==> config.mk <==
export PLATFORM = sky130hd
export DESIGN_NAME = zpr_sqrt_cell
export DESIGN_NICKNAME = d
export VERILOG_FILES = /design/src/design/zpr_pkg.sv /design/src/design/zpr_sqrt_cell.sv
export SDC_FILE = /design/constraint.sdc
export NUM_CORES = 2
export LEC_CHECK = 0
export ABC_AREA = 1
export BUFFER_PORTS_ARGS = -buffer_cell sky130_fd_sc_hd__buf_2
export CAP_MARGIN = 25
export CORE_MARGIN = 5
export CORE_UTILIZATION = 35
export CTS_CLUSTER_DIAMETER = 40
export DETAILED_ROUTE_END_ITERATION = 8
export PLACE_DENSITY = 0.61
export SLEW_MARGIN = 15
export SYNTH_ARGS = -nofsm -noshare
export SYNTH_HDL_FRONTEND = slang
export SYNTH_SLANG_ARGS = --single-unit
==> constraint.sdc <==
create_clock -name i_clk -period 10.95 [get_ports i_clk]
set_clock_uncertainty 0.2 [all_clocks]
set_input_delay 2.19 -clock i_clk [delete_from_list [all_inputs] [get_ports i_clk]]
set_output_delay 2.19 -clock i_clk [all_outputs]
set_load 0.05 [all_outputs]
==> src/design/zpr_pkg.sv <==
// shared types, constants and tables for the pinch zoom rotate calculator
`default_nettype none
package zpr_pkg;

    localparam int COORD_BITS   = 12;
    localparam int FRAC_BITS    = 16;
    localparam int ANG_FRAC     = 24;
    localparam int CORDIC_STEPS = 28;
    localparam int NORM_STEPS   = 6;
    localparam int NORM_BITS    = 40;
    localparam int Q_BITS       = 31;

    localparam int DIFF_W = COORD_BITS + 1;
    localparam int PROD_W = 2 * DIFF_W;
    localparam int SQ_W   = 2 * COORD_BITS + 1;
    localparam int DOT_W  = PROD_W + 1;
    localparam int ACC_W  = 2 * Q_BITS + SQ_W + 3;
    localparam int XY_W   = NORM_BITS + 4;
    localparam int Z_W    = ANG_FRAC + 10;
    localparam int ZOOM_W = 30;
    localparam int TURN_W = 25;
    localparam int STEP_W = $clog2(CORDIC_STEPS);
    localparam int BIT_W  = $clog2(Q_BITS);
    localparam int NSTEP_W = $clog2(NORM_STEPS);

    localparam int RND_SH   = ANG_FRAC - FRAC_BITS;
    localparam int RND_HALF = (RND_SH > 0) ? (1 << ((RND_SH > 0) ? RND_SH - 1 : 0)) : 0;

    localparam logic [ZOOM_W-1:0] ZOOM_LIMIT = ZOOM_W'((64'd1 << (ZOOM_W - 1)) - 64'd1);
    localparam logic [TURN_W-1:0] TURN_LIMIT = {TURN_W{1'b1}};

    // pipeline stage numbers, counted from the input register
    localparam int ST_FRONT = 3;
    localparam int ST_PREP  = ST_FRONT + 1;
    localparam int ST_NORM0 = ST_PREP + 1;
    localparam int ST_CORD0 = ST_NORM0 + NORM_STEPS;
    localparam int ST_OUT   = ST_CORD0 + CORDIC_STEPS;
    localparam int ST_SQ0   = ST_PREP + 1;
    localparam int ST_ZFIN  = ST_SQ0 + Q_BITS;
    localparam int ZDLY     = ST_OUT - ST_ZFIN;

    // atan(2^-i) in units of 2^-24 degree
    localparam logic [31:0] ATAN_TAB [CORDIC_STEPS] = '{
        32'd754974720, 32'd445687602, 32'd235489088, 32'd119537938, 32'd60000934,
        32'd30029717, 32'd15018523, 32'd7509720, 32'd3754917, 32'd1877466,
        32'd938734, 32'd469367, 32'd234684, 32'd117342, 32'd58671, 32'd29335,
        32'd14668, 32'd7334, 32'd3667, 32'd1833, 32'd917, 32'd458, 32'd229,
        32'd115, 32'd57, 32'd29, 32'd14, 32'd7
    };

    typedef struct packed {
        logic [COORD_BITS-1:0] start_a_x;
        logic [COORD_BITS-1:0] start_a_y;
        logic [COORD_BITS-1:0] now_a_x;
        logic [COORD_BITS-1:0] now_a_y;
        logic [COORD_BITS-1:0] start_b_x;
        logic [COORD_BITS-1:0] start_b_y;
        logic [COORD_BITS-1:0] now_b_x;
        logic [COORD_BITS-1:0] now_b_y;
    } t_in;

    typedef struct packed {
        logic              zoom_valid;
        logic [ZOOM_W-1:0] zoom_amount;
        logic              turn_valid;
        logic [TURN_W-1:0] turn_degrees;
    } t_out;

    typedef struct packed {
        logic zv;
        logic grew;
    } t_zoom_ctl;

    typedef struct packed {
        logic neg;
        logic tv;
        logic half;
    } t_ang_ctl;

    typedef struct packed {
        logic              zoom_valid;
        logic [ZOOM_W-1:0] zoom_amount;
    } t_zres;

endpackage
`default_nettype wire

==> src/design/zpr_sqrt_cell.sv <==
// one bit of the span ratio square root search
`default_nettype none
module zpr_sqrt_cell
    import zpr_pkg::*;
(
    input  wire logic                i_clk,
    input  wire logic                i_en,
    input  wire logic [BIT_W-1:0]    i_bit,
    input  wire t_zoom_ctl           i_ctl,
    input  wire logic [SQ_W-1:0]     i_big,
    input  wire logic [SQ_W-1:0]     i_small,
    input  wire logic [ACC_W-1:0]    i_p,
    input  wire logic [ACC_W-1:0]    i_qs,
    input  wire logic [Q_BITS-1:0]   i_q,
    output t_zoom_ctl                o_ctl,
    output logic      [SQ_W-1:0]     o_big,
    output logic      [SQ_W-1:0]     o_small,
    output logic      [ACC_W-1:0]    o_p,
    output logic      [ACC_W-1:0]    o_qs,
    output logic      [Q_BITS-1:0]   o_q
);
    logic [ACC_W-1:0] small_w, cand, rhs;
    logic             take;

    // (q + 2^b)^2 * small = p + q*small*2^(b+1) + small*2^(2b)
    always_comb begin
        small_w = ACC_W'(i_small);
        cand    = i_p + (i_qs << ({1'b0, i_bit} + 1'b1)) + (small_w << {i_bit, 1'b0});
        rhs     = ACC_W'(i_big) << (2 * FRAC_BITS);
        take    = (cand <= rhs);
    end

    always_ff @(posedge i_clk) begin
        if (i_en) begin
            o_ctl   <= i_ctl;
            o_big   <= i_big;
            o_small <= i_small;
            o_p     <= take ? cand : i_p;
            o_qs    <= take ? (i_qs + (small_w << i_bit)) : i_qs;
            o_q     <= take ? (i_q | (Q_BITS'(1) << i_bit)) : i_q;
        end
    end
endmodule
`default_nettype wire

==> run metrics <==
Critical Path AT 10.49 ns; Netlist cell types 48; Rows 119; # DRC 0; maximum vdd ir drop roughly 0.11 mV; Via Count 44300; post-synthesis cell area between 30000 and 40000 sq um; Pre-antenna DRT Iters 6; P&R area growth vs syn 16.4%; Crit. End Element register; total CTS buffers 48; Hold Fails Final Rpt 0; Pwr Density 167 nW/um^2; ys flop type edfxtp_1; number of top-level pins 533; Synth Net Count between 6000 and 7000; root buffer cell clkbuf_16; largest area contributor in the synthesized netlist nand2_1; Final period util 93.0%; cts hold-fix bufs 0; Tmin final 10.19 ns; pin count of the biggest net entering global routing 103; vias in the first global route 41000; core box area 106000 sq um; final RePlAce weighted congestion 1.09; most frequent cell after synthesis nand2_1; Synth Warn # 0; Initial Util a little over a third; Async SR Flop Fraction 0%; synth cell count leaders nand2_1, inv_1, nor2_1; DRT antenna net count 0; die height 336 um; CP required 11.26 ns; H-tree Lvls 2; pre-CTS WS 0.313 ns; max-slew violation count 0; max-cap viol count 0; port bufs 532; Cells after Synth 6281; Leak about 23 nW; Tot GR Track Use between 30% and 40%; full die area 113000 sq um; share of the synthesized area in the top cell type a little over a fifth; Vias/cell 5.42; clock-pin slew on the worst setup and hold paths 0.05 ns; share of layout cells above drive strength 1 11.3%; initial antenna violation count 4; CP most frequent cell nand2_1; outcome complete, no violations; slew margin rel. 26.2%; Mean Syn Cell Area 5.94 sq um; sequential fraction of the synthesis area a little over a fifth; Post-synth EDFFs approximately 260; post-CTS resize count 0; setup violators final 0; total gr overflow 0; die width between 300 and 400 um; Worst Slack Setup Final 0.764 ns; Synth Register Bits 263; post-DP HPWL 172000 um; slowest CP cell fa_1; worst slew pin tran 1.10 ns; worst stage delay on the critical path roughly 0.54 ns; RSZ-0062 raised after global routing false; CTS max path bufs 3; fmax 0.0982 GHz; clock sink total around 260; CTS tree built; type of the worst setup path in2reg; post-CTS setup buffers 0; worst-path maximum fanout 44; Worst Hold Class in2reg; nets 7283; synth top area cells nand2_1, edfxtp_1, inv_1; Fill cells between 10000 and 15000; Detailed Route WL 200000 um; Critical Path Source Type primary input; first-pass GRT wire length about 280000 um; drt wl/cell 24.5 um; Initial DRC Count 5747; setup TNS 0 ns
[layout make-up]
| type | count | area [sq um] | share of cell area (%) |
|---|---|---|---|
| clock inverter | 36 | 372 | 0.856 |
| tap | 1391 | 1740 | 4.01 |
| inverter | 1084 | 4070 | 9.37 |
| timing repair buffer | 642 | 3710 | 8.54 |
| multi-input combinational | 4708 | 24400 | 56.2 |
| antenna | 1 | 2.50 | 0.00576 |
| clock buffer | 53 | 1220 | 2.81 |
| sequential | 263 | 7900 | 18.2 |
[per-stage QoR]
stage          hold slack (ns)  instance area [sq um]  total power [mW]  utilization [%]  cells
6_report                  1.54                  43400              7.25             41.1   8178
4_1_cts                   1.50                  43400              7.12             41.1   8176
3_5_place_dp              2.18                  41800              5.62             39.6   8087
2_1_floorplan             2.09                  37300              4.06                -   6281
3_3_place_gp              2.17                  41800              5.63             39.6   8087
5_1_grt                   1.52                  43400              7.63             41.1   8178
[layout by cell type (no fill, tap or decap), types with 19 or more instances in the layout]
cell,n
nand2_1,2129
inv_1,1068
nor2_1,608
buf_2,530
nand3_1,438
o21ai_0,414
a21oi_1,283
edfxtp_1,263
ha_1,175
buf_4,95
mux2i_1,94
xor2_1,89
fa_1,89
nor3_1,58
xnor2_1,54
clkbuf_16,48
nand4_1,45
a31oi_1,40
o21bai_1,22
o211ai_1,22
or2_2,21
nor4_1,19
[layer usage]
metal / GRT usage [%] / share of wire (%)
met2: 52.5 / 43
met3: 5.86 / 9.4
met5: 0 / 0.0080
met1: 46.6 / 43
met4: 13.7 / 4.9
[cell families after synthesis]
family          share of synthesized area, %
simple gates                            36.3
buf+inv                                 13.6
compound gates                          12.3
fa+ha+maj                               10.7
flops                                   21.2
xor+xnor                                3.41
mux                                     2.52
[critical path: cells and delay by family]
family	cells	cell delay, ns
buffers and inverters	12	2.60
AND/OR/NAND/NOR	17	2.23
AO/OA/AOI/OAI	7	1.42
adder cells (fa/ha/maj)	3	1.36
XOR/XNOR	2	0.60
[worst paths after layout]
path / to / cells past startpoint / from / slack (ns)
min: o_ctl[1]$_DFFE_PP_ / 1 / i_ctl[1] / 1.54
max: o_qs[47]$_DFFE_PP_ / 41 / i_bit[0] / 0.76
[state kept, by name, indices dropped and copies added, names as in the netlist]
| signal | cells |
|---|---|
| o_big | 25 |
| o_q | 31 |
| o_ctl | 2 |
| o_qs | 90 |
| o_small | 25 |
| o_p | 90 |
[where the power goes]
part | switching (mW) | internal [mW] | total [mW]
Combinational | 3.28 | 1.25 | 4.53
Clock | 0.599 | 0.892 | 1.49
Sequential | 0.0252 | 1.20 | 1.22
Total | 3.90 | 3.34 | 7.25
(Power assumes the default switching activity.)
