<file path="src/design/zpr_pkg.sv">
// shared types, constants and tables for the pinch zoom rotate calculator
`default_nettype none
package zpr_pkg;

    localparam int COORD_BITS   = 12;
    localparam int FRAC_BITS    = 16;
    localparam int ANG_FRAC     = 24;
    localparam int CORDIC_STEPS = 28;
    localparam int NORM_STEPS   = 6;
    localparam int NORM_BITS    = 40;
    localparam int Q_BITS       = 31;

    localparam int DIFF_W = COORD_BITS + 1;
    localparam int PROD_W = 2 * DIFF_W;
    localparam int SQ_W   = 2 * COORD_BITS + 1;
    localparam int DOT_W  = PROD_W + 1;
    localparam int ACC_W  = 2 * Q_BITS + SQ_W + 3;
    localparam int XY_W   = NORM_BITS + 4;
    localparam int Z_W    = ANG_FRAC + 10;
    localparam int ZOOM_W = 30;
    localparam int TURN_W = 25;
    localparam int STEP_W = $clog2(CORDIC_STEPS);
    localparam int BIT_W  = $clog2(Q_BITS);
    localparam int NSTEP_W = $clog2(NORM_STEPS);

    localparam int RND_SH   = ANG_FRAC - FRAC_BITS;
    localparam int RND_HALF = (RND_SH > 0) ? (1 << ((RND_SH > 0) ? RND_SH - 1 : 0)) : 0;

    localparam logic [ZOOM_W-1:0] ZOOM_LIMIT = ZOOM_W'((64'd1 << (ZOOM_W - 1)) - 64'd1);
    localparam logic [TURN_W-1:0] TURN_LIMIT = {TURN_W{1'b1}};

    // pipeline stage numbers, counted from the input register
    localparam int ST_FRONT = 3;
    localparam int ST_PREP  = ST_FRONT + 1;
    localparam int ST_NORM0 = ST_PREP + 1;
    localparam int ST_CORD0 = ST_NORM0 + NORM_STEPS;
    localparam int ST_OUT   = ST_CORD0 + CORDIC_STEPS;
    localparam int ST_SQ0   = ST_PREP + 1;
    localparam int ST_ZFIN  = ST_SQ0 + Q_BITS;
    localparam int ZDLY     = ST_OUT - ST_ZFIN;

    // atan(2^-i) in units of 2^-24 degree
    localparam logic [31:0] ATAN_TAB [CORDIC_STEPS] = '{
        32'd754974720, 32'd445687602, 32'd235489088, 32'd119537938, 32'd60000934,
        32'd30029717, 32'd15018523, 32'd7509720, 32'd3754917, 32'd1877466,
        32'd938734, 32'd469367, 32'd234684, 32'd117342, 32'd58671, 32'd29335,
        32'd14668, 32'd7334, 32'd3667, 32'd1833, 32'd917, 32'd458, 32'd229,
        32'd115, 32'd57, 32'd29, 32'd14, 32'd7
    };

    typedef struct packed {
        logic [COORD_BITS-1:0] start_a_x;
        logic [COORD_BITS-1:0] start_a_y;
        logic [COORD_BITS-1:0] now_a_x;
        logic [COORD_BITS-1:0] now_a_y;
        logic [COORD_BITS-1:0] start_b_x;
        logic [COORD_BITS-1:0] start_b_y;
        logic [COORD_BITS-1:0] now_b_x;
        logic [COORD_BITS-1:0] now_b_y;
    } t_in;

    typedef struct packed {
        logic              zoom_valid;
        logic [ZOOM_W-1:0] zoom_amount;
        logic              turn_valid;
        logic [TURN_W-1:0] turn_degrees;
    } t_out;

    typedef struct packed {
        logic zv;
        logic grew;
    } t_zoom_ctl;

    typedef struct packed {
        logic neg;
        logic tv;
        logic half;
    } t_ang_ctl;

    typedef struct packed {
        logic              zoom_valid;
        logic [ZOOM_W-1:0] zoom_amount;
    } t_zres;

endpackage
`default_nettype wire

</file>
<file path="src/design/zpr_cordic_cell.sv">
// one vectoring rotation of the angle search
`default_nettype none
module zpr_cordic_cell
    import zpr_pkg::*;
(
    input  wire logic                     i_clk,
    input  wire logic                     i_en,
    input  wire logic        [STEP_W-1:0] i_step,
    input  wire t_ang_ctl                 i_ctl,
    input  wire logic signed [XY_W-1:0]   i_x,
    input  wire logic signed [XY_W-1:0]   i_y,
    input  wire logic signed [Z_W-1:0]    i_z,
    output t_ang_ctl                      o_ctl,
    output logic signed      [XY_W-1:0]   o_x,
    output logic signed      [XY_W-1:0]   o_y,
    output logic signed      [Z_W-1:0]    o_z
);
    logic signed [XY_W-1:0] xs, ys;
    logic signed [Z_W-1:0]  t;

    always_comb begin
        xs = i_x >>> i_step;
        ys = i_y >>> i_step;
        t  = $signed(Z_W'(ATAN_TAB[i_step]));
    end

    always_ff @(posedge i_clk) begin
        if (i_en) begin
            o_ctl <= i_ctl;
            if (!i_y[XY_W-1]) begin
                o_x <= i_x + ys;
                o_y <= i_y - xs;
                o_z <= i_z + t;
            end else begin
                o_x <= i_x - ys;
                o_y <= i_y + xs;
                o_z <= i_z - t;
            end
        end
    end
endmodule
`default_nettype wire

</file>
<file path="config.mk">
export PLATFORM = sky130hd
export DESIGN_NAME = zpr_cordic_cell
export DESIGN_NICKNAME = d
export VERILOG_FILES = /design/src/design/zpr_pkg.sv /design/src/design/zpr_cordic_cell.sv
export SDC_FILE = /design/constraint.sdc
export NUM_CORES = 1
export LEC_CHECK = 0
export BUFFER_PORTS_ARGS = -buffer_cell sky130_fd_sc_hd__buf_2
export CORE_MARGIN = 8
export CORE_UTILIZATION = 40
export DETAILED_ROUTE_END_ITERATION = 8
export GPL_TIMING_DRIVEN = 0
export SLEW_MARGIN = 20
export SYNTH_ARGS = -nofsm -noshare
export SYNTH_HDL_FRONTEND = slang
export SYNTH_SLANG_ARGS = --single-unit
</file>
<file path="constraint.sdc">
create_clock -name i_clk -period 13.26 [get_ports i_clk]
set_input_delay 1.326 -clock i_clk [delete_from_list [all_inputs] [get_ports i_clk]]
set_output_delay 1.326 -clock i_clk [all_outputs]
set_load 0.1 [all_outputs]
</file>
==> flow_summary.json <==
{
  "p_leak_nw": 9.85,
  "tns_ns": 0,
  "synth_enable_flop_cells": 125,
  "start_util": 0.402,
  "die_area_um2": 60000,
  "htreeDepth": 4,
  "globalRouteOverflowTotal": 0,
  "drc_errors": 0,
  "fin_nets": 2943,
  "rsz0062_at_grt": "no",
  "critPathMaxStageDelay_ns": 0.89,
  "cts.sinks": 125,
  "power_density_nw_per_um2": 144,
  "clockRootBuffer": "clkbuf_16",
  "min-delay-start": "i_ctl[0]",
  "antenna_found_initial": 6,
  "synth_commonest_cells": "nor2_1, nand2_1, a21oi_1, ha_1, o21ai_0",
  "grt_pass1_wl_mm": 182,
  "postCtsSetupRepairBufs": 0,
  "setup_viol": 0,
  "drt_iter0_markers": 3280,
  "crit_family": "compound AO/OA/AOI/OAI gates",
  "seq_area_frac_synth": 0.179,
  "grt_use_total": 0.430,
  "period_minus_slack_ns": 10.25,
  "synth_cells": 2388,
  "ys.flop_type": "edfxtp_1",
  "synth_cell_type_count": 100,
  "hp-class": "input pin to register",
  "wl_per_cell_um": 39.8,
  "cp_data_required_time_ns": 13.55,
  "cts_tree": "yes",
  "hold_viol": 0,
  "cpMaxStageDelayCell": "a2111oi_0",
  "synth_largest_area_cell": "edfxtp_1",
  "drtPass1Iterations": 7,
  "drive_above_1_share": 0.220,
  "dieWidth_um": 245,
  "core_um2": 52200,
  "crit_buf_inv": 9,
  "syn-num-nets": 2663,
  "fp.dieH_um": 245,
  "vias_per_cell": 7.13,
  "outcome": "finished, final reports clean",
  "min_to": "o_ctl[0]",
  "max_clock_freq_mhz": 97.6,
  "portBuffers": 253,
  "clockBufferDepth": 2,
  "synth_area_per_cell_um2": 8.78,
  "pin_count": 257,
  "hpwl_mm": 105,
  "wl_mm": 134,
  "hold_depth": 1,
  "areaGrowthSynthToFinish_pct": 13.7,
  "crit_path_end_kind": "register",
  "max-slew-margin-rel": 0.0770,
  "worstPathArrival_ns": 10.54,
  "synth_top_area_frac": 0.179,
  "gp_congestion": 1.08,
  "period_share": 0.773,
  "cp_max_fo": 13,
  "max_slew.worst_pin.slew_ns": 1.38,
  "cts_buffers": 17,
  "cpMostUsedCell": "buf_2",
  "hold_buffers": 0,
  "synth_area_um2": 21000,
  "ant_nets": 0,
  "p_total_mw": 3.44,
  "maxCapViolations": 0,
  "slew_violations": 0,
  "synth.area.top_cells": "edfxtp_1, mux4_2, ha_1, mux2i_1, xnor2_1",
  "grt_pass1_vias": 23300,
  "ir_drop_mv": 0.150,
  "start_kind": "input pin",
  "ys_seq_elements": 125,
  "cts.repair.resized": 0,
  "synth_most_common_cell": "nor2_1",
  "synth_warnings": 0,
  "vias": 24000,
  "grt_start_max_net_pins": 86,
  "clk_pin_slew_ns": 0.07,
  "synthArstFlopShare": 0,
  "critPathKind": "input pin to register",
  "rows": 84
}
## layer usage
layer | track usage | vias up | share of wire | wire, um
li1 | - | 9790 | - | -
met1 | 0.519 | 11800 | 0.37 | 49900
met2 | 0.630 | 1975 | 0.42 | 55700
met3 | 0.146 | 476 | 0.12 | 16200
met4 | 0.324 | 4 | 0.091 | 12200
met5 | 0 | - | 0.00022 | 30
## logic make-up (layout without fill, tap and decap cells)
logic type	after synthesis	after routing	synth area share
and+or+nand+nor	678	678	0.161
muxes	293	293	0.206
DFF	125	125	0.179
other	0	4	0
adders and majority gates	143	143	0.0864
buffers and inverters	220	513	0.0489
AOI/OAI and AO/OA	729	729	0.235
xor gates and xnor gates	200	200	0.0835
## cells in the final DEF (no fill, tap or decap), types with 30 or more instances in the layout
master,count
nor3_1,49
nand2_1,171
mux2i_1,125
xnor2_1,119
nand2b_1,35
a211oi_1,30
mux4_2,101
o22ai_1,33
nand3_1,38
xor2_1,81
a21oi_1,163
o211ai_1,34
o21ai_0,127
inv_1,64
ha_1,140
buf_2,303
mux2_2,64
a21o_1,59
clkbuf_1,58
edfxtp_1,125
a31oi_1,39
nor2b_1,33
nor2_1,194
and3_1,31
## how the worst max path moves through the flow
stage                         end  startpoint  slack (ns)  cells after the start
after floorplan           o_z[33]   i_step[1]        5.90                     28
after global placement    o_x[39]   i_step[1]        2.53                     25
after detailed placement  o_z[32]   i_step[1]        2.88                     28
after CTS                 o_z[32]   i_step[1]        3.36                     28
after global routing      o_z[32]   i_step[1]        2.60                     27
final                     o_z[32]   i_step[1]        3.01                     27
## area by class of cell
type                       instances  area (um2)
tap                              688         861
sequential                       125        3750
inverter                          68         255
clock inverter                    15         173
buffer                           152         779
multi-input combinational       2043       16200
timing repair buffer             261        1360
clock buffer                      17         425
fill                            5001       28400
antenna                            4        10.0
## flip-flops by register name, summed over array words and instances (netlist names)
register,cells
o_ctl,3
o_x,44
o_y,44
o_z,34
## per-stage QoR
step / setup slack (ns) / cell area (um2) / std cells / utilization / hold slack [ns]
floorplan: 5.90 / 21000 / 2388 / - / 1.42
global placement: 2.53 / 23100 / 3329 / 0.442 / 1.51
detailed placement: 2.88 / 23200 / 3336 / 0.445 / 1.50
CTS: 3.36 / 23800 / 3368 / 0.456 / 1.00
global route: 2.60 / 23800 / 3369 / 0.456 / 1.01
finish: 3.01 / 23900 / 3373 / 0.457 / 1.01
## power by group
part | switching (mW) | internal, mW | total, mW | leakage [nW]
combinational | 1.74 | 0.574 | 2.31 | 8.34
sequential | 0.0278 | 0.592 | 0.620 | 1.22
clock | 0.216 | 0.294 | 0.510 | 0.282
(Power assumes the default switching activity.)
