==> src/design/zpr_pkg.sv <==
// shared types, constants and tables for the pinch zoom rotate calculator
`default_nettype none
package zpr_pkg;

    localparam int COORD_BITS   = 12;
    localparam int FRAC_BITS    = 16;
    localparam int ANG_FRAC     = 24;
    localparam int CORDIC_STEPS = 28;
    localparam int NORM_STEPS   = 6;
    localparam int NORM_BITS    = 40;
    localparam int Q_BITS       = 31;

    localparam int DIFF_W = COORD_BITS + 1;
    localparam int PROD_W = 2 * DIFF_W;
    localparam int SQ_W   = 2 * COORD_BITS + 1;
    localparam int DOT_W  = PROD_W + 1;
    localparam int ACC_W  = 2 * Q_BITS + SQ_W + 3;
    localparam int XY_W   = NORM_BITS + 4;
    localparam int Z_W    = ANG_FRAC + 10;
    localparam int ZOOM_W = 30;
    localparam int TURN_W = 25;
    localparam int STEP_W = $clog2(CORDIC_STEPS);
    localparam int BIT_W  = $clog2(Q_BITS);
    localparam int NSTEP_W = $clog2(NORM_STEPS);

    localparam int RND_SH   = ANG_FRAC - FRAC_BITS;
    localparam int RND_HALF = (RND_SH > 0) ? (1 << ((RND_SH > 0) ? RND_SH - 1 : 0)) : 0;

    localparam logic [ZOOM_W-1:0] ZOOM_LIMIT = ZOOM_W'((64'd1 << (ZOOM_W - 1)) - 64'd1);
    localparam logic [TURN_W-1:0] TURN_LIMIT = {TURN_W{1'b1}};

    // pipeline stage numbers, counted from the input register
    localparam int ST_FRONT = 3;
    localparam int ST_PREP  = ST_FRONT + 1;
    localparam int ST_NORM0 = ST_PREP + 1;
    localparam int ST_CORD0 = ST_NORM0 + NORM_STEPS;
    localparam int ST_OUT   = ST_CORD0 + CORDIC_STEPS;
    localparam int ST_SQ0   = ST_PREP + 1;
    localparam int ST_ZFIN  = ST_SQ0 + Q_BITS;
    localparam int ZDLY     = ST_OUT - ST_ZFIN;

    // atan(2^-i) in units of 2^-24 degree
    localparam logic [31:0] ATAN_TAB [CORDIC_STEPS] = '{
        32'd754974720, 32'd445687602, 32'd235489088, 32'd119537938, 32'd60000934,
        32'd30029717, 32'd15018523, 32'd7509720, 32'd3754917, 32'd1877466,
        32'd938734, 32'd469367, 32'd234684, 32'd117342, 32'd58671, 32'd29335,
        32'd14668, 32'd7334, 32'd3667, 32'd1833, 32'd917, 32'd458, 32'd229,
        32'd115, 32'd57, 32'd29, 32'd14, 32'd7
    };

    typedef struct packed {
        logic [COORD_BITS-1:0] start_a_x;
        logic [COORD_BITS-1:0] start_a_y;
        logic [COORD_BITS-1:0] now_a_x;
        logic [COORD_BITS-1:0] now_a_y;
        logic [COORD_BITS-1:0] start_b_x;
        logic [COORD_BITS-1:0] start_b_y;
        logic [COORD_BITS-1:0] now_b_x;
        logic [COORD_BITS-1:0] now_b_y;
    } t_in;

    typedef struct packed {
        logic              zoom_valid;
        logic [ZOOM_W-1:0] zoom_amount;
        logic              turn_valid;
        logic [TURN_W-1:0] turn_degrees;
    } t_out;

    typedef struct packed {
        logic zv;
        logic grew;
    } t_zoom_ctl;

    typedef struct packed {
        logic neg;
        logic tv;
        logic half;
    } t_ang_ctl;

    typedef struct packed {
        logic              zoom_valid;
        logic [ZOOM_W-1:0] zoom_amount;
    } t_zres;

endpackage
`default_nettype wire

==> src/design/zpr_norm_cell.sv <==
// one binary step of the angle vector normalizing shift
`default_nettype none
module zpr_norm_cell
    import zpr_pkg::*;
(
    input  wire logic                  i_clk,
    input  wire logic                  i_en,
    input  wire logic [NSTEP_W-1:0]    i_step,
    input  wire t_ang_ctl              i_ctl,
    input  wire logic [NORM_BITS-1:0]  i_x,
    input  wire logic [NORM_BITS-1:0]  i_y,
    output t_ang_ctl                   o_ctl,
    output logic      [NORM_BITS-1:0]  o_x,
    output logic      [NORM_BITS-1:0]  o_y
);
    logic [5:0] k;
    logic       fits;

    always_comb begin
        k    = 6'd32 >> i_step;
        fits = (((i_x | i_y) >> (NORM_BITS - int'(k))) == '0);
    end

    always_ff @(posedge i_clk) begin
        if (i_en) begin
            o_ctl <= i_ctl;
            o_x   <= fits ? (i_x << k) : i_x;
            o_y   <= fits ? (i_y << k) : i_y;
        end
    end
endmodule
`default_nettype wire

==> config.mk <==
export PLATFORM = sky130hd
export DESIGN_NAME = zpr_norm_cell
export DESIGN_NICKNAME = d
export VERILOG_FILES = /design/src/design/zpr_pkg.sv /design/src/design/zpr_norm_cell.sv
export SDC_FILE = /design/constraint.sdc
export NUM_CORES = 1
export LEC_CHECK = 0
export ABC_CLOCK_PERIOD_IN_PS = 7000
export BUFFER_PORTS_ARGS = -buffer_cell sky130_fd_sc_hd__buf_4
export CAP_MARGIN = 10
export CORE_ASPECT_RATIO = 0.8
export CORE_MARGIN = 2
export CORE_UTILIZATION = 60
export CTS_CLUSTER_DIAMETER = 50
export CTS_CLUSTER_SIZE = 25
export DETAILED_ROUTE_END_ITERATION = 8
export HOLD_SLACK_MARGIN = 0.1
export PLACE_DENSITY = 0.86
export SLEW_MARGIN = 5
export SYNTH_ARGS = -nofsm -noshare
export SYNTH_HDL_FRONTEND = slang
export SYNTH_SLANG_ARGS = --single-unit
==> constraint.sdc <==
create_clock -name i_clk -period 7 [get_ports i_clk]
set_input_delay 1.4 -clock i_clk [delete_from_list [all_inputs] [get_ports i_clk]]
set_output_delay 1.4 -clock i_clk [all_outputs]
set_load 0.03 [all_outputs]
==> impl_metrics.tcl <==
set metrics [dict create \
    run_status "complete, no violations" \
    yosys_warnings 0 \
    drt_wl_total_um 31970 \
    route.detailed.drc 0 \
    synth_flop_cell "sky130_fd_sc_hd__edfxtp_1" \
    timing.final.hold_violations 0 \
    crit_path_cell_trace "buf_4, ha_1, buf_4, nor3b_1, o21ai_1, a21boi_2, nand3_1, a211o_1, a221oi_2, a221oi_1, buf_4, a211o_1, buf_4, a22o_1" \
    most-common-layout-cells "sky130_fd_sc_hd__buf_4, sky130_fd_sc_hd__nand2_1, sky130_fd_sc_hd__a21oi_1" \
    dr.first_iter.drc_count 1805 \
    post-route-cell-area_um2 9559 \
    cts_inserted_buffers 9 \
    cts-resized-gates 0 \
    critical_path.top_delay_family "compound AO/OA/AOI/OAI gates" \
    sequential_element_share_of_the_synthesized_area 0.3116 \
    clkSinkCount 83 \
    clock_pin_slew_on_the_worst_setup_and_hold_paths_ps 60 \
    max_cap_violations 0 \
    synth_fa_ha_area_frac 0.003129 \
    clock_tree.buffer_depth 2 \
    global_route_wire_length_before_repair_um 48110 \
    slowest_delay_ps 670 \
    synth-compound-area-share 0.2921 \
    root_buffer "sky130_fd_sc_hd__clkbuf_16" \
    grt_max_degree 80 \
    post_synthesis_share_of_cell_area_spent_on_xor_and_xnor_gates 0.001095 \
    vias 9104 \
    vias_in_the_first_global_route 8100 \
    track_usage 0.4434 \
    power.ir.vdd_worst_mv 0.1505 \
    most_common_cell_after_layout_fill_and_taps_aside "sky130_fd_sc_hd__buf_4" \
    final.period_utilization 0.8323 \
    post_synth_mux_area_share 0.1744 \
    cts_tree "built" \
    ys_ff_latch 83 \
    worst_setup_path_start_kind "input port" \
    slowest_stage "sky130_fd_sc_hd__a211o_1" \
    synth_cells 979 \
    leakage_uw 0.003812 \
    synth_fp_nets 1069 \
    hold_class "input port to flop" \
    setup.worst_path.class "input port to flop" \
    totalNegativeSetupSlack_ps 0 \
    io_buffers 170 \
    cts.hold.buffers_added 0 \
    synth_simple_gate_area_frac 0.1575 \
    cp_data_required_time_ps 7110 \
    largest_family_of_logic_cells_by_synthesized_area "compound AO/OA/AOI/OAI gates" \
    fp.dieArea_um2 14270 \
    floorplan.rows 37 \
    final_max_slew_viol_count 0 \
    antenna_violating_nets_post_route 0 \
    fp.dieH_um 107.3 \
    antenna_found_initial 1 \
    worst_setup_path_end_kind "flop" \
    top_level_ports 171 \
    fmax_mhz 171.6 \
    htree_num_levels 3 \
    asyncSetResetFlopFracSynth 0 \
    viasPerCell 7.220 \
    finalSetupViolations 0 \
    grt_setup_unrepaired "no" \
    powerDensity_nw_per_um2 195.0 \
    dpl-instance-area_um2 9230 \
    hpwl_um 22020 \
    die_x_um 133.1 \
    slew_headroom 0.2173 \
    syn-cell-area_um2 7998 \
    detailedRoute.firstPassIterationCount 8 \
    area.growth.synth_to_final_pct 19.52 \
    worst-path-buf-inv 4 \
    postCtsSetupBuffers 0 \
    synthDistinctLibCells 65 \
    fraction_of_layout_cells_with_a_size_suffix_above_1 0.2371 \
    tmin_final_ps 5826 \
    synth-edff-count 83 \
    worstMarginPinSlew_ps 1174 \
    cp_data_arrival_time_ps 5940 \
    crit_path_frequent_cell "sky130_fd_sc_hd__buf_4" \
    final_nets 1169 \
    start_util 0.6192 \
    gr-total-overflow 0 \
    placeable_core_area_um2 12920 \
    gp_congestion 1.064 \
    wl_per_cell_um 25.35 \
    synthesis.area_per_instance_um2 8.169 \
    worst-path-max-fanout 60 \
]
[kinds of logic after synthesis]
family,after synthesis
fa+ha+maj,2
mux,124
flops,83
simple gates,292
buf+inv,112
xor+xnor,1
compound gates,365
[area by class of cell]
class,instances,area (µm²)
Multi-Input combinational cell,784,5035
Inverter,11,41.29
Timing Repair Buffer,190,1443
Fill cell,998,3357
Antenna cell,2,5.005
Sequential cell,83,2492
Tap cell,175,219.0
Clock buffer,9,225.2
Clock inverter,7,98.84
[power by group]
group          switching, µW  total, µW  internal (µW)
clock network            210        526            316
registers               17.7        634            616
logic                    452        705            253
total                    679       1860           1190
[Yosys cell counts (all sizes together), types with 4 or more instances]
cell / number / area, µm²
inv: 11 / 41.29
a22oi: 6 / 45.04
edfxtp: 83 / 2492
a211oi: 13 / 97.59
o31ai: 8 / 60.06
and2: 9 / 56.30
clkbuf: 59 / 222.7
mux2: 33 / 371.6
nor3: 19 / 95.09
a21boi: 4 / 33.78
o21ai: 96 / 480.5
nor3b: 6 / 45.04
o22ai: 29 / 181.4
nand2: 117 / 441.7
o32ai: 4 / 35.03
buf: 42 / 216.5
o22a: 6 / 52.55
a22o: 29 / 254.0
nor2b: 6 / 37.54
o2bb2ai: 13 / 113.9
a221oi: 6 / 58.80
nor4: 5 / 31.28
nand3: 15 / 75.07
mux2i: 82 / 820.8
and3: 5 / 31.28
o211ai: 7 / 52.55
mux4: 9 / 202.7
a21o: 5 / 37.54
a21oi: 107 / 535.5
nor2: 101 / 379.1
[sequential cells by signal, summed over array words and instances, names as in the netlist]
name	cells
o_x	40
o_ctl	3
o_y	40
[routing by layer]
metal / wire [µm] / GRT usage / up-vias
li1: - / - / 3916
met1: 11660 / 0.5930 / 4061
met2: 12620 / 0.6395 / 901
met3: 5560 / 0.1634 / 226
met4: 2127 / 0.2074 / 0
met5: 0 / 0 / -
[stage by stage]
step | power, µW | hold slack, ps | cells | utilization | worst slack (ps)
floorplan | 1058 | 1499 | 979 | - | 2053
global placement | 1314 | 1578 | 1243 | 0.7146 | 1121
detailed placement | 1317 | 1582 | 1243 | 0.7146 | 1002
CTS | 1839 | 1219 | 1259 | 0.7397 | 1358
global route | 1916 | 1214 | 1259 | 0.7397 | 979.8
finish | 1864 | 1221 | 1261 | 0.7401 | 1174
[final timing paths]
check | from | endpoint | slack (ps) | depth (start not counted)
worst min-delay path | i_ctl[1] | o_ctl[1] | 1220 | 1
worst max-delay path | i_step[2] | o_y[35] | 1170 | 14
No activity file was read; power rests on OpenSTA's default activity.
