--- config.mk ---
export PLATFORM = sky130hd
export DESIGN_NAME = zpr_front
export DESIGN_NICKNAME = d
export VERILOG_FILES = /design/src/design/zpr_pkg.sv /design/src/design/zpr_front.sv
export SDC_FILE = /design/constraint.sdc
export NUM_CORES = 2
export LEC_CHECK = 0
export ABC_CLOCK_PERIOD_IN_PS = 7970
export BUFFER_PORTS_ARGS = -buffer_cell sky130_fd_sc_hd__buf_2
export CAP_MARGIN = 25
export CORE_ASPECT_RATIO = 0.6
export CORE_MARGIN = 2
export CORE_UTILIZATION = 53
export CTS_CLUSTER_SIZE = 25
export DETAILED_ROUTE_END_ITERATION = 8
export PLACE_DENSITY = 0.7
export SYNTH_ARGS = -nofsm -noshare
export SYNTH_HDL_FRONTEND = slang
export SYNTH_SLANG_ARGS = --single-unit
--- constraint.sdc ---
create_clock -name i_clk -period 7.97 [get_ports i_clk]
set_input_delay 1.1955 -clock i_clk [delete_from_list [all_inputs] [get_ports i_clk]]
set_output_delay 1.1955 -clock i_clk [all_outputs]
set_load 0.01 [all_outputs]
--- src/design/zpr_pkg.sv ---
// shared types, constants and tables for the pinch zoom rotate calculator
`default_nettype none
package zpr_pkg;

    localparam int COORD_BITS   = 12;
    localparam int FRAC_BITS    = 16;
    localparam int ANG_FRAC     = 24;
    localparam int CORDIC_STEPS = 28;
    localparam int NORM_STEPS   = 6;
    localparam int NORM_BITS    = 40;
    localparam int Q_BITS       = 31;

    localparam int DIFF_W = COORD_BITS + 1;
    localparam int PROD_W = 2 * DIFF_W;
    localparam int SQ_W   = 2 * COORD_BITS + 1;
    localparam int DOT_W  = PROD_W + 1;
    localparam int ACC_W  = 2 * Q_BITS + SQ_W + 3;
    localparam int XY_W   = NORM_BITS + 4;
    localparam int Z_W    = ANG_FRAC + 10;
    localparam int ZOOM_W = 30;
    localparam int TURN_W = 25;
    localparam int STEP_W = $clog2(CORDIC_STEPS);
    localparam int BIT_W  = $clog2(Q_BITS);
    localparam int NSTEP_W = $clog2(NORM_STEPS);

    localparam int RND_SH   = ANG_FRAC - FRAC_BITS;
    localparam int RND_HALF = (RND_SH > 0) ? (1 << ((RND_SH > 0) ? RND_SH - 1 : 0)) : 0;

    localparam logic [ZOOM_W-1:0] ZOOM_LIMIT = ZOOM_W'((64'd1 << (ZOOM_W - 1)) - 64'd1);
    localparam logic [TURN_W-1:0] TURN_LIMIT = {TURN_W{1'b1}};

    // pipeline stage numbers, counted from the input register
    localparam int ST_FRONT = 3;
    localparam int ST_PREP  = ST_FRONT + 1;
    localparam int ST_NORM0 = ST_PREP + 1;
    localparam int ST_CORD0 = ST_NORM0 + NORM_STEPS;
    localparam int ST_OUT   = ST_CORD0 + CORDIC_STEPS;
    localparam int ST_SQ0   = ST_PREP + 1;
    localparam int ST_ZFIN  = ST_SQ0 + Q_BITS;
    localparam int ZDLY     = ST_OUT - ST_ZFIN;

    // atan(2^-i) in units of 2^-24 degree
    localparam logic [31:0] ATAN_TAB [CORDIC_STEPS] = '{
        32'd754974720, 32'd445687602, 32'd235489088, 32'd119537938, 32'd60000934,
        32'd30029717, 32'd15018523, 32'd7509720, 32'd3754917, 32'd1877466,
        32'd938734, 32'd469367, 32'd234684, 32'd117342, 32'd58671, 32'd29335,
        32'd14668, 32'd7334, 32'd3667, 32'd1833, 32'd917, 32'd458, 32'd229,
        32'd115, 32'd57, 32'd29, 32'd14, 32'd7
    };

    typedef struct packed {
        logic [COORD_BITS-1:0] start_a_x;
        logic [COORD_BITS-1:0] start_a_y;
        logic [COORD_BITS-1:0] now_a_x;
        logic [COORD_BITS-1:0] now_a_y;
        logic [COORD_BITS-1:0] start_b_x;
        logic [COORD_BITS-1:0] start_b_y;
        logic [COORD_BITS-1:0] now_b_x;
        logic [COORD_BITS-1:0] now_b_y;
    } t_in;

    typedef struct packed {
        logic              zoom_valid;
        logic [ZOOM_W-1:0] zoom_amount;
        logic              turn_valid;
        logic [TURN_W-1:0] turn_degrees;
    } t_out;

    typedef struct packed {
        logic zv;
        logic grew;
    } t_zoom_ctl;

    typedef struct packed {
        logic neg;
        logic tv;
        logic half;
    } t_ang_ctl;

    typedef struct packed {
        logic              zoom_valid;
        logic [ZOOM_W-1:0] zoom_amount;
    } t_zres;

endpackage
`default_nettype wire

--- src/design/zpr_front.sv ---
// span differences, products and sums of the first three stages
`default_nettype none
module zpr_front
    import zpr_pkg::*;
(
    input  wire logic                    i_clk,
    input  wire logic [2:0]              i_en,
    input  wire t_in                     i_data,
    output logic        [SQ_W-1:0]       o_ss,
    output logic        [SQ_W-1:0]       o_sc,
    output logic signed [DOT_W-1:0]      o_dot,
    output logic signed [DOT_W-1:0]      o_crs
);
    logic signed [DIFF_W-1:0] r_sdx, r_sdy, r_cdx, r_cdy;
    logic signed [PROD_W-1:0] r_p_sxx, r_p_syy, r_p_cxx, r_p_cyy;
    logic signed [PROD_W-1:0] r_p_dx, r_p_dy, r_p_c1, r_p_c2;

    function automatic logic signed [DIFF_W-1:0] span(input logic [COORD_BITS-1:0] a,
                                                      input logic [COORD_BITS-1:0] b);
        return $signed({1'b0, b}) - $signed({1'b0, a});
    endfunction

    always_ff @(posedge i_clk) begin
        if (i_en[0]) begin
            r_sdx <= span(i_data.start_a_x, i_data.start_b_x);
            r_sdy <= span(i_data.start_a_y, i_data.start_b_y);
            r_cdx <= span(i_data.now_a_x, i_data.now_b_x);
            r_cdy <= span(i_data.now_a_y, i_data.now_b_y);
        end
        if (i_en[1]) begin
            r_p_sxx <= r_sdx * r_sdx;
            r_p_syy <= r_sdy * r_sdy;
            r_p_cxx <= r_cdx * r_cdx;
            r_p_cyy <= r_cdy * r_cdy;
            r_p_dx  <= r_cdx * r_sdx;
            r_p_dy  <= r_cdy * r_sdy;
            r_p_c1  <= r_cdx * r_sdy;
            r_p_c2  <= r_cdy * r_sdx;
        end
        if (i_en[2]) begin
            o_ss  <= SQ_W'(unsigned'(r_p_sxx) + unsigned'(r_p_syy));
            o_sc  <= SQ_W'(unsigned'(r_p_cxx) + unsigned'(r_p_cyy));
            o_dot <= DOT_W'(r_p_dx) + DOT_W'(r_p_dy);
            o_crs <= DOT_W'(r_p_c1) - DOT_W'(r_p_c2);
        end
    end
endmodule
`default_nettype wire

==> impl_metrics.py <==
metrics = {
    "status": {
        "status": "complete, no violations",
    },
    "logic_synthesis": {
        "async_flop_share_pct": 0,
        "synth-edff-count": 356,
        "synth-seq-cells": 356,
        "synth_top_area_share_pct": 37.68,
        "syn_inst": 6463,
        "synth_area_leaders": "fa_1 (38%), edfxtp_1 (17%), ha_1 (13%), inv_1 (9.1%), nand2_1 (3.7%)",
        "yosysMostFrequentCell": "inv_1",
        "syn_area_um2": 64020,
        "yosys.area.top_type": "fa_1",
        "ys_seq_area_share_pct": 16.70,
        "syn_avg_cell_area_um2": 9.905,
        "synth_nets": 8455,
        "synthFlopType": "edfxtp_1",
        "synthTopCellsByCount": "inv_1 (1544), fa_1 (1205), ha_1 (687)",
        "yosysWarnings": 0,
        "synth_cell_type_count": 65,
    },
    "global_routing": {
        "gr-usage-met3_pct": 9.099,
        "gr-total-overflow": 0,
        "grtUsageMet2_pct": 36.49,
        "grt_pass1_vias": 45655,
        "grt_busiest_layer": "met1",
        "grt_util_all_layers_pct": 26.30,
        "antenna_found_initial": 6,
        "grt_first_pass_wirelength_um": 252600,
        "grt_use_met1_pct": 39.80,
        "grt_start_max_net_pins": 83,
    },
    "cts": {
        "numCtsBuffers": 42,
        "cts_tree": "yes",
        "clk_latency_ns": 0.64,
        "holdBufCountCts": 0,
        "htreeDepth": 2,
        "clkTransAtPathRegs_ns": 0.06,
        "post_cts_buffers": 0,
        "cts_root_buf": "clkbuf_16",
        "clockBufferDepth": 3,
        "cts_sinks": 356,
        "cts_resized": 0,
    },
    "finish": {
        "fin_util_pct": 57.50,
        "fin_nets": 8598,
        "drive_gt1_share_pct": 6.340,
        "syn_to_final_growth_pct": 7.281,
        "nFillCells": 10202,
    },
    "route": {
        "vias": 43856,
        "drt_iter0_drc": 3366,
        "drt_first_pass_iters": 5,
        "antenna_left": 0,
        "wire_per_inst_um": 18.96,
        "wirelength_um": 156300,
        "detail_route.vias_per_cell": 5.320,
        "drc_errors": 0,
    },
    "sta": {
        "max_freq_mhz": 140.6,
        "hold_violations": 0,
        "whs_ns": 0.5408,
        "period_needed_ns": 7.113,
        "setup_viol": 0,
        "final-max-slew-violation-count": 0,
        "tightest_slew_ns": 1.152,
        "finalClockSkew_ns": 0.02827,
        "period_share_pct": 89.25,
        "grt_setup_unrepaired": "false",
        "tns_ns": 0,
        "maxSlewHeadroom_pct": 23.23,
    },
    "critical_path": {
        "cp_max_fo": 15,
        "criticalPathCategory": "reg -> reg",
        "rrSetupSlack_ns": 0.86,
        "critPathBufInv": 4,
        "startpoint_type": "flip-flop",
        "endpoint_kind": "flip-flop",
        "worst_path_max_delay_cell": "edfxtp_1",
        "cp_top_family": "adder cells",
        "crit_chain": "buf_4, and2_1, fa_1, fa_1, fa_1, inv_1, fa_1, inv_1, fa_1, ha_1, ha_1, inv_1, o21ai_0, a2111oi_0, o31ai_1, o41a_1, nand4_1, a31oi_1, xor2_1",
        "cp.arrival_ns": 7.49,
        "crit_path_frequent_cell": "fa_1",
        "crit_required_ns": 8.34,
        "cpPeakStageDelay_ns": 0.96,
    },
    "hold_path": {
        "hold_path_class": "reg -> reg",
    },
    "floorplanning": {
        "die-area_um2": 123700,
        "core.rowCount": 98,
        "die_h_um": 273.2,
        "ioPinCount": 204,
        "coreArea_um2": 119400,
        "die-width_um": 452.7,
        "initial_core_util_pct": 53.60,
    },
    "placed_design": {
        "gp_congestion": 0.9307,
        "dpl.hpwl_um": 126800,
        "port_buffers": 203,
    },
    "flow_run": {
        "maxCapViolations": 0,
    },
}
layout make-up:
cell class              count  area [um^2]  share of cell area, %
inverters                1548         5811                  8.461
diodes                      3        7.507                0.01093
well taps                1600         2002                  2.915
flip-flops and latches    356        10690                  15.57
clock buffers              47         1091                  1.589
clock inverters            31        367.9                 0.5356
multi-input cells        4347        46720                  68.03
repair buffers            311         1988                  2.895
layer usage:
layer	vias up	wire length, um
met5	-	39
met4	6	2986
met3	161	19130
met2	1757	62710
met1	21875	71430
li1	20057	-
worst paths after layout:
kind	start	endpoint	depth (start not counted)
setup / recovery	r_sdx[1]	r_p_sxx[23]	19
hold / removal	r_p_cyy[0]	o_sc[0]	1
setup reg to reg	r_sdx[1]	r_p_sxx[23]	19
hold reg to reg	r_p_cyy[0]	o_sc[0]	1
cells in the final DEF (no fill, tap or decap), types with 25 or more instances in the layout:
master	synthesis	layout
a21o_1	74	74
a21oi_1	174	174
and2_1	346	346
buf_2	0	201
buf_4	0	100
clkbuf_16	0	43
edfxtp_1	356	356
fa_1	1205	1205
ha_1	687	687
inv_1	1544	1544
nand2_1	635	635
nand2b_1	38	38
nand3_1	27	27
nor2_1	309	309
nor2b_1	57	57
nor3_1	50	50
o21a_1	49	49
o21ai_0	108	108
o21bai_1	25	25
xnor2_1	255	255
xor2_1	75	75
metrics by stage:
step / setup slack [ns] / instances / instance area, um^2
2_1_floorplan: 1.810 / 6463 / 64020
3_3_place_gp: 1.124 / 8156 / 67050
3_5_place_dp: 1.007 / 8156 / 67050
4_1_cts: 1.010 / 8234 / 68510
5_1_grt: 0.5321 / 8241 / 68670
6_report: 0.8566 / 8243 / 68680
state kept, by name, summed over array words and instances (netlist names), 25 cells and up:
signal / cells
o_sc: 25
o_ss: 25
o_dot: 27
r_p_c1: 26
r_p_dx: 26
r_p_c2: 26
o_crs: 27
r_p_dy: 26
logic make-up (layout without fill, tap and decap cells):
logic type,count (synthesis),after routing,share of synthesized area [%]
multiplexers,6,6,0.09382
AO/OA/AOI/OAI,587,587,6.088
adder cells (fa/ha/maj),1892,1892,51.11
flip-flops,356,356,16.70
other,1,4,0.005858
buffers and inverters,1760,1937,10.32
AND/OR/NAND/NOR,1531,1531,11.17
XOR/XNOR,330,330,4.515
Power is left out: the tool's default activity adds up to more than one toggle a clock period on the data nets, which glitch-free logic cannot reach.
